<file path="src/hdl/mabi_pkg.sv">
// ----------------------------------------------------------------------------
// mabi_pkg
// Shared types and constants for the multi-arm ack barrier interlock.
// ----------------------------------------------------------------------------
package mabi_pkg;

    localparam int unsigned CMD_W      = 2;
    localparam int unsigned IDX_W      = 3;
    localparam int unsigned MODE_W     = 5;
    localparam int unsigned FWD_W      = 8;
    localparam int unsigned MASK_W     = 32;
    localparam int unsigned ARMS_W     = 4;
    localparam int unsigned CNT_W      = 5;
    localparam int unsigned APB_DATA_W = 32;
    localparam int unsigned APB_ADDR_W = 3;

    localparam logic [MASK_W-1:0] SAFE_MASK_RST = 32'd6;
    localparam logic [ARMS_W-1:0] ARMS_RST      = 4'd2;

    typedef enum logic [CMD_W-1:0] {
        CMD_TRAJ = 2'd0,
        CMD_MODE = 2'd1,
        CMD_ACK  = 2'd2,
        CMD_TICK = 2'd3
    } t_cmd;

    typedef enum logic {
        REG_SAFE_MASK = 1'b0,
        REG_ARMS      = 1'b1
    } t_reg_idx;

    typedef struct packed {
        logic [FWD_W-1:0] forward_mask;
        logic             dropped;
        logic             combined_ack;
        logic             freeze_report;
        logic             freeze;
    } t_res;

endpackage

</file>
<file path="src/hdl/mabi_evt_if.sv">
// ----------------------------------------------------------------------------
// mabi_evt_if
// Event channel: valid/ready handshake with the event fields.
// ----------------------------------------------------------------------------
interface mabi_evt_if;
    logic                          valid;
    logic                          ready;
    logic [mabi_pkg::CMD_W-1:0]    cmd;
    logic [mabi_pkg::IDX_W-1:0]    arm_index;
    logic [mabi_pkg::MODE_W-1:0]   mode_num;
    logic                          trajectory_empty;

    modport source (output valid, output cmd, output arm_index, output mode_num,
                    output trajectory_empty, input ready);
    modport sink   (input valid, input cmd, input arm_index, input mode_num,
                    input trajectory_empty, output ready);
endinterface

</file>
<file path="src/hdl/mabi_res_if.sv">
// ----------------------------------------------------------------------------
// mabi_res_if
// Result channel: valid/ready handshake with the result fields.
// ----------------------------------------------------------------------------
interface mabi_res_if;
    logic                          valid;
    logic                          ready;
    logic [mabi_pkg::FWD_W-1:0]    forward_mask;
    logic                          dropped;
    logic                          combined_ack;
    logic                          freeze_report;
    logic                          freeze;

    modport source (output valid, output forward_mask, output dropped,
                    output combined_ack, output freeze_report, output freeze,
                    input ready);
    modport sink   (input valid, input forward_mask, input dropped,
                    input combined_ack, input freeze_report, input freeze,
                    output ready);
endinterface

</file>
<file path="src/hdl/multi_arm_ack_barrier_interlock.sv">
// ----------------------------------------------------------------------------
// multi_arm_ack_barrier_interlock
// One event per cycle while the skid entry is empty. Each result is registered
// in a two-entry output skid (output stage and skid entry), which keeps input
// open while one result waits. Synchronous active-low reset clears all arm
// flags, in-flight and freeze state, and restores the register defaults.
// ----------------------------------------------------------------------------
module multi_arm_ack_barrier_interlock #(
    parameter int unsigned MAX_ARMS = 8
) (
    input  logic                                i_clk,
    input  logic                                i_rst_n,
    mabi_evt_if.sink                            i_evt,
    mabi_res_if.source                          o_res,
    input  logic                                psel,
    input  logic                                penable,
    input  logic                                pwrite,
    input  logic [mabi_pkg::APB_ADDR_W-1:0]     paddr,
    input  logic [mabi_pkg::APB_DATA_W-1:0]     pwdata,
    output logic [mabi_pkg::APB_DATA_W-1:0]     prdata,
    output logic                                pready
);

    localparam logic [mabi_pkg::CNT_W-1:0] MaxCnt = mabi_pkg::CNT_W'(MAX_ARMS);

    logic [mabi_pkg::MASK_W-1:0]  r_safe_mask;
    logic [mabi_pkg::ARMS_W-1:0]  r_arms;
    logic [mabi_pkg::MODE_W-1:0]  r_arm_mode [MAX_ARMS];
    logic [mabi_pkg::MODE_W-1:0]  n_arm_mode [MAX_ARMS];
    logic [MAX_ARMS-1:0]          r_seen,  n_seen;
    logic [MAX_ARMS-1:0]          r_acked, n_acked;
    logic                         r_in_flight, n_in_flight;
    logic                         r_frozen, n_frozen;

    mabi_pkg::t_res               r_out, r_skid, n_res;
    logic                         r_out_valid, r_skid_valid;

    logic                         w_accept, w_pop, w_cfg_wr;
    logic [mabi_pkg::CNT_W-1:0]   w_cnt, w_arms_ext, w_idx_ext;
    logic [MAX_ARMS-1:0]          w_act, w_safe, w_acks_new;
    logic                         w_all_safe, w_idx_ok;
    logic [mabi_pkg::FWD_W-1:0]   w_act_fwd;
    mabi_pkg::t_cmd               w_cmd;

    assign pready   = 1'b1;
    assign w_cfg_wr = psel && penable && pwrite;
    assign prdata   = (mabi_pkg::t_reg_idx'(paddr[2]) == mabi_pkg::REG_ARMS)
                    ? mabi_pkg::APB_DATA_W'(r_arms) : r_safe_mask;

    always_ff @(posedge i_clk) begin
        if (!i_rst_n) begin
            r_safe_mask <= mabi_pkg::SAFE_MASK_RST;
            r_arms      <= mabi_pkg::ARMS_RST;
        end else if (w_cfg_wr) begin
            case (mabi_pkg::t_reg_idx'(paddr[2]))
                mabi_pkg::REG_SAFE_MASK: r_safe_mask <= pwdata;
                mabi_pkg::REG_ARMS:      r_arms      <= pwdata[mabi_pkg::ARMS_W-1:0];
                default: ;
            endcase
        end
    end

    assign w_arms_ext = mabi_pkg::CNT_W'(r_arms);
    assign w_cnt      = (w_arms_ext == '0) ? mabi_pkg::CNT_W'(1)
                      : ((w_arms_ext > MaxCnt) ? MaxCnt : w_arms_ext);
    assign w_idx_ext  = mabi_pkg::CNT_W'(i_evt.arm_index);
    assign w_idx_ok   = w_idx_ext < w_cnt;
    assign w_cmd      = mabi_pkg::t_cmd'(i_evt.cmd);

    always_comb begin
        for (int i = 0; i < MAX_ARMS; i++) begin
            w_act[i]  = mabi_pkg::CNT_W'(i) < w_cnt;
            w_safe[i] = r_seen[i] && r_safe_mask[r_arm_mode[i]];
            w_acks_new[i] = r_acked[i] || (w_idx_ext == mabi_pkg::CNT_W'(i));
        end
        for (int j = 0; j < mabi_pkg::FWD_W; j++) begin
            w_act_fwd[j] = mabi_pkg::CNT_W'(j) < w_cnt;
        end
    end

    assign w_all_safe = &(w_safe | ~w_act);

    always_comb begin
        n_arm_mode  = r_arm_mode;
        n_seen      = r_seen;
        n_acked     = r_acked;
        n_in_flight = r_in_flight;
        n_frozen    = r_frozen;
        n_res       = '0;
        case (w_cmd)
            mabi_pkg::CMD_TRAJ: begin
                if (i_evt.trajectory_empty) begin
                    n_res.forward_mask = w_act_fwd;
                    n_acked            = '0;
                    n_in_flight        = 1'b0;
                end else if (!w_all_safe) begin
                    n_res.dropped = 1'b1;
                end else begin
                    n_res.forward_mask = w_act_fwd;
                    n_acked            = '0;
                    n_in_flight        = 1'b1;
                end
            end
            mabi_pkg::CMD_MODE: begin
                for (int i = 0; i < MAX_ARMS; i++) begin
                    if (w_idx_ok && w_idx_ext == mabi_pkg::CNT_W'(i)) begin
                        n_arm_mode[i] = i_evt.mode_num;
                        n_seen[i]     = 1'b1;
                    end
                end
            end
            mabi_pkg::CMD_ACK: begin
                if (w_idx_ok && r_in_flight) begin
                    n_acked            = w_acks_new;
                    n_res.combined_ack = &(w_acks_new | ~w_act);
                end
            end
            mabi_pkg::CMD_TICK: begin
                if (!w_all_safe && !r_frozen) begin
                    n_frozen    = 1'b1;
                    n_in_flight = 1'b0;
                    n_acked     = '0;
                end else if (w_all_safe && r_frozen) begin
                    n_frozen = 1'b0;
                end
                n_res.freeze_report = 1'b1;
            end
            default: ;
        endcase
        n_res.freeze = n_frozen;
    end

    assign i_evt.ready = !r_skid_valid;
    assign w_accept    = i_evt.valid && !r_skid_valid;
    assign w_pop       = r_out_valid && o_res.ready;

    always_ff @(posedge i_clk) begin
        if (!i_rst_n) begin
            for (int i = 0; i < MAX_ARMS; i++) begin
                r_arm_mode[i] <= '0;
            end
            r_seen      <= '0;
            r_acked     <= '0;
            r_in_flight <= 1'b0;
            r_frozen    <= 1'b0;
        end else if (w_accept) begin
            r_arm_mode  <= n_arm_mode;
            r_seen      <= n_seen;
            r_acked     <= n_acked;
            r_in_flight <= n_in_flight;
            r_frozen    <= n_frozen;
        end
    end

    always_ff @(posedge i_clk) begin
        if (!i_rst_n) begin
            r_out_valid  <= 1'b0;
            r_skid_valid <= 1'b0;
        end else if (w_accept) begin
            if (!r_out_valid || w_pop) begin
                r_out_valid <= 1'b1;
            end else begin
                r_skid_valid <= 1'b1;
            end
        end else if (w_pop) begin
            if (r_skid_valid) begin
                r_skid_valid <= 1'b0;
            end else begin
                r_out_valid <= 1'b0;
            end
        end
    end

    always_ff @(posedge i_clk) begin
        if (w_accept) begin
            if (!r_out_valid || w_pop) begin
                r_out <= n_res;
            end else begin
                r_skid <= n_res;
            end
        end else if (w_pop && r_skid_valid) begin
            r_out <= r_skid;
        end
    end

    assign o_res.valid         = r_out_valid;
    assign o_res.forward_mask  = r_out.forward_mask;
    assign o_res.dropped       = r_out.dropped;
    assign o_res.combined_ack  = r_out.combined_ack;
    assign o_res.freeze_report = r_out.freeze_report;
    assign o_res.freeze        = r_out.freeze;

endmodule

</file>
<file path="src/flat_wrapper.sv">
// flat-port wrapper written by rule: the top's interface ports become plain ports
module multi_arm_ack_barrier_interlock_flat 
#(
    parameter int unsigned MAX_ARMS = 8
)
  (i_clk, i_rst_n, psel, penable, pwrite, paddr, pwdata, prdata, pready, i_evt_valid, i_evt_cmd, i_evt_arm_index, i_evt_mode_num, i_evt_trajectory_empty, i_evt_ready, o_res_valid, o_res_forward_mask, o_res_dropped, o_res_combined_ack, o_res_freeze_report, o_res_freeze, o_res_ready);
  mabi_evt_if i_evt_i ();
  mabi_res_if o_res_i ();
  input  logic i_clk;
  input  logic i_rst_n;
  input  logic psel;
  input  logic penable;
  input  logic pwrite;
  input  logic [mabi_pkg::APB_ADDR_W-1:0] paddr;
  input  logic [mabi_pkg::APB_DATA_W-1:0] pwdata;
  output logic [mabi_pkg::APB_DATA_W-1:0] prdata;
  output logic pready;
  input wire logic [$bits(i_evt_i.valid)-1:0] i_evt_valid;
  input wire logic [$bits(i_evt_i.cmd)-1:0] i_evt_cmd;
  input wire logic [$bits(i_evt_i.arm_index)-1:0] i_evt_arm_index;
  input wire logic [$bits(i_evt_i.mode_num)-1:0] i_evt_mode_num;
  input wire logic [$bits(i_evt_i.trajectory_empty)-1:0] i_evt_trajectory_empty;
  output wire logic [$bits(i_evt_i.ready)-1:0] i_evt_ready;
  output wire logic [$bits(o_res_i.valid)-1:0] o_res_valid;
  output wire logic [$bits(o_res_i.forward_mask)-1:0] o_res_forward_mask;
  output wire logic [$bits(o_res_i.dropped)-1:0] o_res_dropped;
  output wire logic [$bits(o_res_i.combined_ack)-1:0] o_res_combined_ack;
  output wire logic [$bits(o_res_i.freeze_report)-1:0] o_res_freeze_report;
  output wire logic [$bits(o_res_i.freeze)-1:0] o_res_freeze;
  input wire logic [$bits(o_res_i.ready)-1:0] o_res_ready;
  assign i_evt_i.valid = i_evt_valid;
  assign i_evt_i.cmd = i_evt_cmd;
  assign i_evt_i.arm_index = i_evt_arm_index;
  assign i_evt_i.mode_num = i_evt_mode_num;
  assign i_evt_i.trajectory_empty = i_evt_trajectory_empty;
  assign i_evt_ready = i_evt_i.ready;
  assign o_res_valid = o_res_i.valid;
  assign o_res_forward_mask = o_res_i.forward_mask;
  assign o_res_dropped = o_res_i.dropped;
  assign o_res_combined_ack = o_res_i.combined_ack;
  assign o_res_freeze_report = o_res_i.freeze_report;
  assign o_res_freeze = o_res_i.freeze;
  assign o_res_i.ready = o_res_ready;
  multi_arm_ack_barrier_interlock #(.MAX_ARMS(MAX_ARMS)) u_core (.i_clk(i_clk), .i_rst_n(i_rst_n), .i_evt(i_evt_i), .o_res(o_res_i), .psel(psel), .penable(penable), .pwrite(pwrite), .paddr(paddr), .pwdata(pwdata), .prdata(prdata), .pready(pready));
endmodule
</file>
<file path="config.mk">
export PLATFORM = sky130hd
export DESIGN_NAME = multi_arm_ack_barrier_interlock_flat
export DESIGN_NICKNAME = d
export VERILOG_FILES = /design/src/hdl/mabi_pkg.sv /design/src/hdl/mabi_evt_if.sv /design/src/hdl/mabi_res_if.sv /design/src/hdl/multi_arm_ack_barrier_interlock.sv /design/src/flat_wrapper.sv
export SDC_FILE = /design/constraint.sdc
export NUM_CORES = 1
export LEC_CHECK = 0
export BUFFER_PORTS_ARGS = -buffer_cell sky130_fd_sc_hd__buf_4
export CAP_MARGIN = 0
export CORE_MARGIN = 2
export CORE_UTILIZATION = 30
export CTS_BUF_LIST = sky130_fd_sc_hd__clkbuf_4 sky130_fd_sc_hd__clkbuf_8
export CTS_CLUSTER_SIZE = 16
export DETAILED_ROUTE_END_ITERATION = 10
export PLACE_DENSITY_LB_ADDON = 0.3
export SETUP_SLACK_MARGIN = 0.5
export SYNTH_ARGS = -nofsm -noshare
export SYNTH_HDL_FRONTEND = slang
export SYNTH_SLANG_ARGS = --single-unit
</file>
<file path="constraint.sdc">
create_clock -name i_clk -period 3.3 [get_ports i_clk]
set_input_delay 0.66 -clock i_clk [delete_from_list [all_inputs] [get_ports i_clk]]
set_output_delay 0.66 -clock i_clk [all_outputs]
set_load 0.1 [all_outputs]
</file>
==> flow_metrics.tcl, run 1 <==
set metrics [dict create \
    netlist_area_um2 7571 \
    fin_skew_ps 10.19 \
    status "finished clean" \
    hold_depth 3 \
    r2r_cells 8 \
    clkLatencyLatePin_ps 460 \
    syn2layout_area_growth_pct 27.02 \
    io_buffers 96 \
    cts_tree "built" \
    maxCapViolations 0 \
    hold_end "u_core.r_arms[1]" \
    maxSlewViolCount 0 \
    syn_nets 805 \
    grt_max_degree 67 \
    drt-vias-per-instance 5.265 \
    overflow 0 \
    cp_cell_sequence "mux4_2 > mux4_2 > nand2b_4 > a41oi_2 > or4_4 > or3_4 > a2111oi_4 > o21a_1" \
    setup_viol 0 \
    cts_root_buf "clkbuf_8" \
    cts_buffers 17 \
    placed_area_um2 8708 \
    tightest_slew_ps 644.5 \
    critPathMaxStageDelay_ps 590 \
    tns_ps 0 \
    endpoint_kind "flop" \
    synth_compound_area_share_pct 14.43 \
    hold_class "input port to flop" \
    criticalPathCategory "flop to flop" \
    ys_types 68 \
    vias 6349 \
    hold_start "pwdata[1]" \
    core_um2 24960 \
    r2r_start "u_core.r_safe_mask[29]" \
    p_leak_uw 0.003346 \
    synth-simple-area-share_pct 19.42 \
    cp-start-kind "flop" \
    synth_edf_count 24 \
    yosysSeqAreaShare_pct 34.90 \
    cts_buffer_depth 2 \
    wl_per_cell_um 18.75 \
    drt-initial-drc-count 499 \
    final.min_clock_period_ps 2782 \
    die_width_um 162.9 \
    critical_path.slowest_cell "or4_4" \
    layout_common_cells "150 x buf_4, 136 x nand2_1, 67 x a21boi_0, 61 x mux4_2, 53 x dfxtp_1" \
    rows 58 \
    final_common_cell "buf_4" \
    rsz0062_at_grt "yes" \
    start_util_pct 30.33 \
    post_route_cells_drive_above_1_share_pct 39.95 \
    yosys_warnings 0 \
    gp_congestion 0.8308 \
    grt_pass1_wl_um 34730 \
    relSlewSlack_pct 56.78 \
    synthAdderAreaFrac_pct 0.4627 \
    antenna_found_initial 0 \
    ant_nets 0 \
    routed_wl_um 22610 \
    ir_worst_vdd_mv 0.2545 \
    muxShareOfSynthArea_pct 25.33 \
    worst-path-buf-inv 0 \
    die_area_um2 26520 \
    ff2ff_setup_slack_ps 520 \
    async_flop_share_pct 0 \
    fin_crit_sh_pct 84.29 \
    grt_usage_pct 16.93 \
    final_net_count 918 \
    firstDrtPassIters 5 \
    postSynthAreaPerCell_um2 10.09 \
    cp.arrival_ps 3190 \
    clk_pin_slew_ps 80 \
    cts_hold_buffers 0 \
    first_global_vias 6097 \
    synthCells 750 \
    synth-xor-area-share_pct 0 \
    cp_max_fo 10 \
    crit_family "simple AND/OR/NAND/NOR gates" \
    h-tree-depth 4 \
    synth_seq_cells 120 \
    clock_sinks 120 \
    powerDensity_nw_per_um2 364.9 \
    ios 100 \
    drc 0 \
    required_ps 3710 \
    synth_top_family_by_area "multiplexers" \
    max_freq_mhz 359.5 \
    hold_viol 0 \
    crit_top_cell "mux4_2" \
    die_h_um 162.9 \
    r2r-end "u_core.r_acked[3]" \
    finalInstanceArea_um2 9617 \
    ys.flop_type "dfxtp_1" \
    n_antenna_cell 0 \
    dp_hpwl_um 16130 \
]
-- worst max-delay path by stage --
stage                                 from                   end  slack [ps]  cells after the start
detailed placement   u_core.r_arm_mode[30]     u_core.r_acked[1]         110                      8
global route              u_core.r_arms[1]  u_core.r_arm_mode[1]         420                     11
finish              u_core.r_safe_mask[29]     u_core.r_acked[3]         520                      8
CTS                  u_core.r_safe_mask[1]       u_core.r_frozen         510                      8
global placement     u_core.r_arm_mode[30]     u_core.r_acked[4]         170                      8
floorplan                         paddr[2]            prdata[10]         250                      3
-- synth_stat cells, types with 3 or more instances --
library cell	instances	share of area (%)
nand3_1	42	2.8
buf_2	4	0.26
nor3_1	9	0.59
o31ai_1	8	0.79
a21oi_1	13	0.86
edfxtp_1	24	9.5
nand3b_1	9	0.89
clkbuf_1	39	1.9
a41oi_1	3	0.35
and2_1	3	0.25
mux2i_1	36	4.8
buf_4	8	0.79
o21ai_0	6	0.40
nor2_1	28	1.4
nand4_1	4	0.33
o21a_1	10	0.99
dfxtp_1	96	25
mux4_1	4	1.4
buf_1	4	0.20
mux4_2	61	18
nand2b_1	4	0.33
inv_1	8	0.40
nor2b_1	46	3.8
a31oi_1	3	0.25
buf_6	6	0.89
a21boi_0	67	6.6
mux2_2	7	1.0
nor4_1	3	0.25
nand2_1	136	6.7
a211oi_1	7	0.69
-- cell type report --
| class | instances | area (um2) |
|---|---|---|
| Inverter | 8 | 30.03 |
| Clock buffer | 21 | 276.5 |
| Fill cell | 2534 | 15350 |
| Timing Repair Buffer | 159 | 1251 |
| Clock inverter | 11 | 145.1 |
| Sequential cell | 120 | 2739 |
| Multi-Input combinational cell | 557 | 4762 |
| Tap cell | 330 | 412.9 |
-- repair_timing --
action / CTS / global route
endpoints found under the hold margin: 0 / 0
pin swaps: 6 / 7
endpoints found under the setup margin: 30 / 28
gates cloned: 1 / 2
gates resized for setup: 56 / 52
buffers inserted: 0 / 12
-- sequential cells by signal (all words and copies together) (netlist names) --
name                        count
u_core.o_res.combined_ack       1
u_core.o_res.dropped            1
u_core.o_res.forward_mask       8
u_core.o_res.freeze             1
u_core.o_res.freeze_report      1
u_core.o_res.valid              1
u_core.r_acked                  8
u_core.r_arm_mode              40
u_core.r_arms                   4
u_core.r_frozen                 1
u_core.r_in_flight              1
u_core.r_safe_mask             32
u_core.r_seen                   8
u_core.r_skid                  12
u_core.r_skid_valid             1
-- worst register-to-register path, cell delays in order, from the launching register on --
cell	delay (ps)
dfxtp_2	450
mux4_2	270
mux4_2	260
nand2b_4	130
a41oi_2	140
or4_4	590
or3_4	460
a2111oi_4	300
o21a_1	140
-- power by group --
group	switching [uW]	internal [uW]
sequential	35.8	1510
combinational	312	178
clock	666	804
-- per-layer routing --
layer / track usage, % / part of all wire (%) / vias up
met4: 5.632 / 2.0 / 0
met1: 22.06 / 44 / 3125
li1: - / - / 2993
met3: 4.202 / 6.0 / 31
met2: 27.50 / 48 / 200
met5: 0 / 0 / -
-- per-stage QoR --
step                cells  worst slack (ps)  hold WS [ps]  total power [uW]  utilization, %
global route         1206             416.6         413.7              3627           38.52
floorplan             750             253.3         431.8              1905               -
CTS                  1192             505.1         394.8              3528           37.20
finish               1206             518.4         418.0              3509           38.52
global placement     1159             166.5         450.2              2057           34.88
detailed placement   1159             105.9         455.1              2059           34.88
-- cells by family (layout without fill, tap and decap cells) --
| family | count (synthesis) | count (layout) |
|---|---|---|
| compound gates | 140 | 140 |
| flops | 120 | 120 |
| buf+inv | 74 | 199 |
| simple gates | 304 | 305 |
| mux | 108 | 108 |
| fa+ha+maj | 3 | 3 |
| other cells | 1 | 1 |
Power figures use the tool's default switching activity.
==> run 2, diff against run 1 <==
--- a/config.mk
+++ b/config.mk
@@ -5,6 +5,7 @@
 export SDC_FILE = /design/constraint.sdc
 export NUM_CORES = 1
 export LEC_CHECK = 0
+export ABC_AREA = 1
 export BUFFER_PORTS_ARGS = -buffer_cell sky130_fd_sc_hd__buf_4
 export CAP_MARGIN = 0
 export CORE_MARGIN = 2
==> constraint.sdc (replaced) <==
create_clock -name i_clk -period 2.6 [get_ports i_clk]
set_input_delay 0.52 -clock i_clk [delete_from_list [all_inputs] [get_ports i_clk]]
set_output_delay 0.52 -clock i_clk [all_outputs]
set_load 0.1 [all_outputs]
==> flow_metrics.tcl, run 2 <==
set metrics [dict create \
    io_buffers 96 \
    final_common_cell "nand2_1" \
    fin_skew_ps 16.81 \
    place_worst_setup_slack_ps 147.1 \
    yosysSeqAreaShare_pct 34.50 \
    cp_cell_sequence "buf_4 > nand2_1 > nand3_1 > nand3_1 > nand3_1 > nand2_2 > nand2_1 > nand3_2 > nand2_1 > nand2_1 > nor2_1 > nand2_2 > a21oi_4 > buf_12 > buf_12 > nand3_1 > nand2_1 > nor2_1" \
    h-tree-depth 4 \
    synth_top_area_share_pct 25.09 \
    dp_hpwl_um 18730 \
    hold_depth 3 \
    antenna_found_initial 0 \
    powerDensity_nw_per_um2 446.7 \
    cp_max_fo 6 \
    syn2layout_area_growth_pct 37.37 \
    first_global_vias 7997 \
    ff2ff_setup_slack_ps 280 \
    tns_ps 0 \
    die_width_um 163.8 \
    required_ps 2950 \
    hold_class "input port to flop" \
    largest_reg_flops 40 \
    cts_buffer_depth 2 \
    cp.arrival_ps 2670 \
    r2r-end "u_core.r_acked[5]" \
    fin_crit_sh_pct 89.14 \
    r2r_start "u_core.r_safe_mask[3]" \
    ys_top_cells_by_count "373 x nand2_1, 229 x nand3_1, 96 x dfxtp_1, 96 x inv_1, 90 x nor2_1" \
    synth_area_leaders "dfxtp_1 25%, nand2_1 18%, nand3_1 15%, edfxtp_1 9.4%, o21ai_0 5.4%" \
    clock_sinks 120 \
    cts_root_buf "clkbuf_8" \
    r2r_cells 18 \
    muxShareOfSynthArea_pct 0 \
    setup_viol 0 \
    fin_hold_ws_ps 282.9 \
    post_route_cells_drive_above_1_share_pct 29.63 \
    relSlewSlack_pct 41.57 \
    die_area_um2 26830 \
    grt_pass1_wl_um 42760 \
    drc 0 \
    synthAdderAreaFrac_pct 0.3267 \
    async_flop_share_pct 0 \
    synth_top_family_by_area "simple AND/OR/NAND/NOR gates" \
    grt_usage_pct 20.57 \
    criticalPathCategory "flop to flop" \
    hold_end "u_core.r_arms[1]" \
    synth_compound_area_share_pct 14.15 \
    ios 100 \
    n_antenna_cell 0 \
    maxSlewViolCount 0 \
    final.min_clock_period_ps 2318 \
    postSynthAreaPerCell_um2 6.233 \
    cts_buffers 17 \
    ys.flop_type "dfxtp_1" \
    p_leak_uw 0.004245 \
    endpoint_kind "flop" \
    synthCells 1229 \
    hold_viol 0 \
    yosys_warnings 0 \
    start_util_pct 30.51 \
    max_freq_mhz 431.5 \
    top_register "u_core.r_arm_mode" \
    clkLatencyLatePin_ps 460 \
    grt_max_degree 70 \
    vias 8866 \
    status "finished clean" \
    netlist_area_um2 7660 \
    tightest_slew_ps 871.0 \
    rows 58 \
    synth_edf_count 24 \
    overflow 0 \
    critical_path.slowest_cell "dfxtp_1" \
    yosysTopAreaCell "dfxtp_1" \
    core_um2 25110 \
    syn_nets 1284 \
    wl_per_cell_um 16.69 \
    final_net_count 1429 \
    die_h_um 163.8 \
    drt-vias-per-instance 5.164 \
    crit_top_cell "nand2_1" \
    setup_ws_ps 282.3 \
    cp-start-kind "flop" \
    ys_types 28 \
    layout_common_cells "348 x nand2_1, 218 x nand3_1, 163 x buf_4, 91 x inv_1" \
    synth-simple-area-share_pct 38.57 \
    drt-initial-drc-count 821 \
    ir_worst_vdd_mv 0.2975 \
    clk_pin_slew_ps 80 \
    yosysMostFrequentCell "nand2_1" \
    synth_seq_cells 120 \
    hold_start "pwdata[1]" \
    reg.largest.list "u_core.r_arm_mode (40), u_core.r_safe_mask (32), u_core.r_skid (12)" \
    synth-xor-area-share_pct 0 \
    maxCapViolations 0 \
    rsz0062_at_grt "yes" \
    firstDrtPassIters 7 \
    routed_wl_um 28650 \
    ant_nets 0 \
    gp_congestion 0.8923 \
    critPathMaxStageDelay_ps 340 \
    cts_tree "built" \
]
[run 2: routing by layer]
metal	wire length, um	track usage (%)	vias up
li1	-	-	4301
met1	12220	27.25	4119
met2	13380	31.76	371
met3	2035	4.495	75
met4	1017	9.809	0
met5	0	0	-
[run 2: area by class of cell]
type,count,area [um2]
Clock buffer,19,255.2
Timing Repair Buffer,218,1999
Tap cell,330,412.9
Inverter,110,457.9
Timing Repair inverter,1,7.507
Multi-Input combinational cell,906,4573
Clock inverter,13,121.4
Sequential cell,120,2695
Fill cell,2624,14590
[run 2: cells by family after synthesis]
logic type | after synthesis
and+or+nand+nor | 704
DFF | 120
AOI/OAI and AO/OA | 197
other | 1
adders and majority gates | 2
buffers and inverters | 205
[run 2: worst max-delay path by stage]
stage | slack [ps] | cells after the start | startpoint | endpoint
after detailed placement | 150 | 16 | u_core.r_arm_mode[35] | u_core.r_acked[2]
after floorplan | 180 | 3 | paddr[2] | prdata[14]
after global placement | 180 | 17 | u_core.r_arm_mode[25] | u_core.r_acked[2]
final | 280 | 18 | u_core.r_safe_mask[3] | u_core.r_acked[5]
after CTS | 360 | 18 | u_core.r_arm_mode[35] | u_core.r_acked[5]
after global routing | 110 | 17 | u_core.r_arm_mode[35] | u_core.r_acked[3]
[run 2: report_power, final]
group / total, uW / switching, uW / internal [uW]
registers: 2000 / 40.3 / 1960
clock network: 1660 / 862 / 799
logic: 1040 / 697 / 346
[run 2: critical path: cells and delay by family, from the launching register on]
| family | cells | cell delay (ps) |
|---|---|---|
| buffers and inverters | 3 | 450 |
| and+or+nand+nor | 14 | 1180 |
| DFF | 1 | 340 |
| AOI/OAI and AO/OA | 1 | 240 |
[run 2: timing repair]
action / in CTS / in global routing
cloned: 5 / 6
setup buffers: 9 / 29
endpoints found under the hold margin: 0 / 0
hold buffers: 0 / 0
pin swaps: 0 / 24
setup endpoints to repair: 56 / 81
resized for setup: 66 / 137
[run 2: per-stage QoR]
stage | cell area, um2 | total power, uW | cells | util (%)
6_report | 10520 | 4701 | 1717 | 41.91
5_1_grt | 10520 | 4861 | 1717 | 41.91
4_1_cts | 9728 | 4622 | 1682 | 38.74
3_5_place_dp | 9012 | 2924 | 1636 | 35.89
3_3_place_gp | 9012 | 2917 | 1636 | 35.89
2_1_floorplan | 7797 | 2628 | 1229 | -
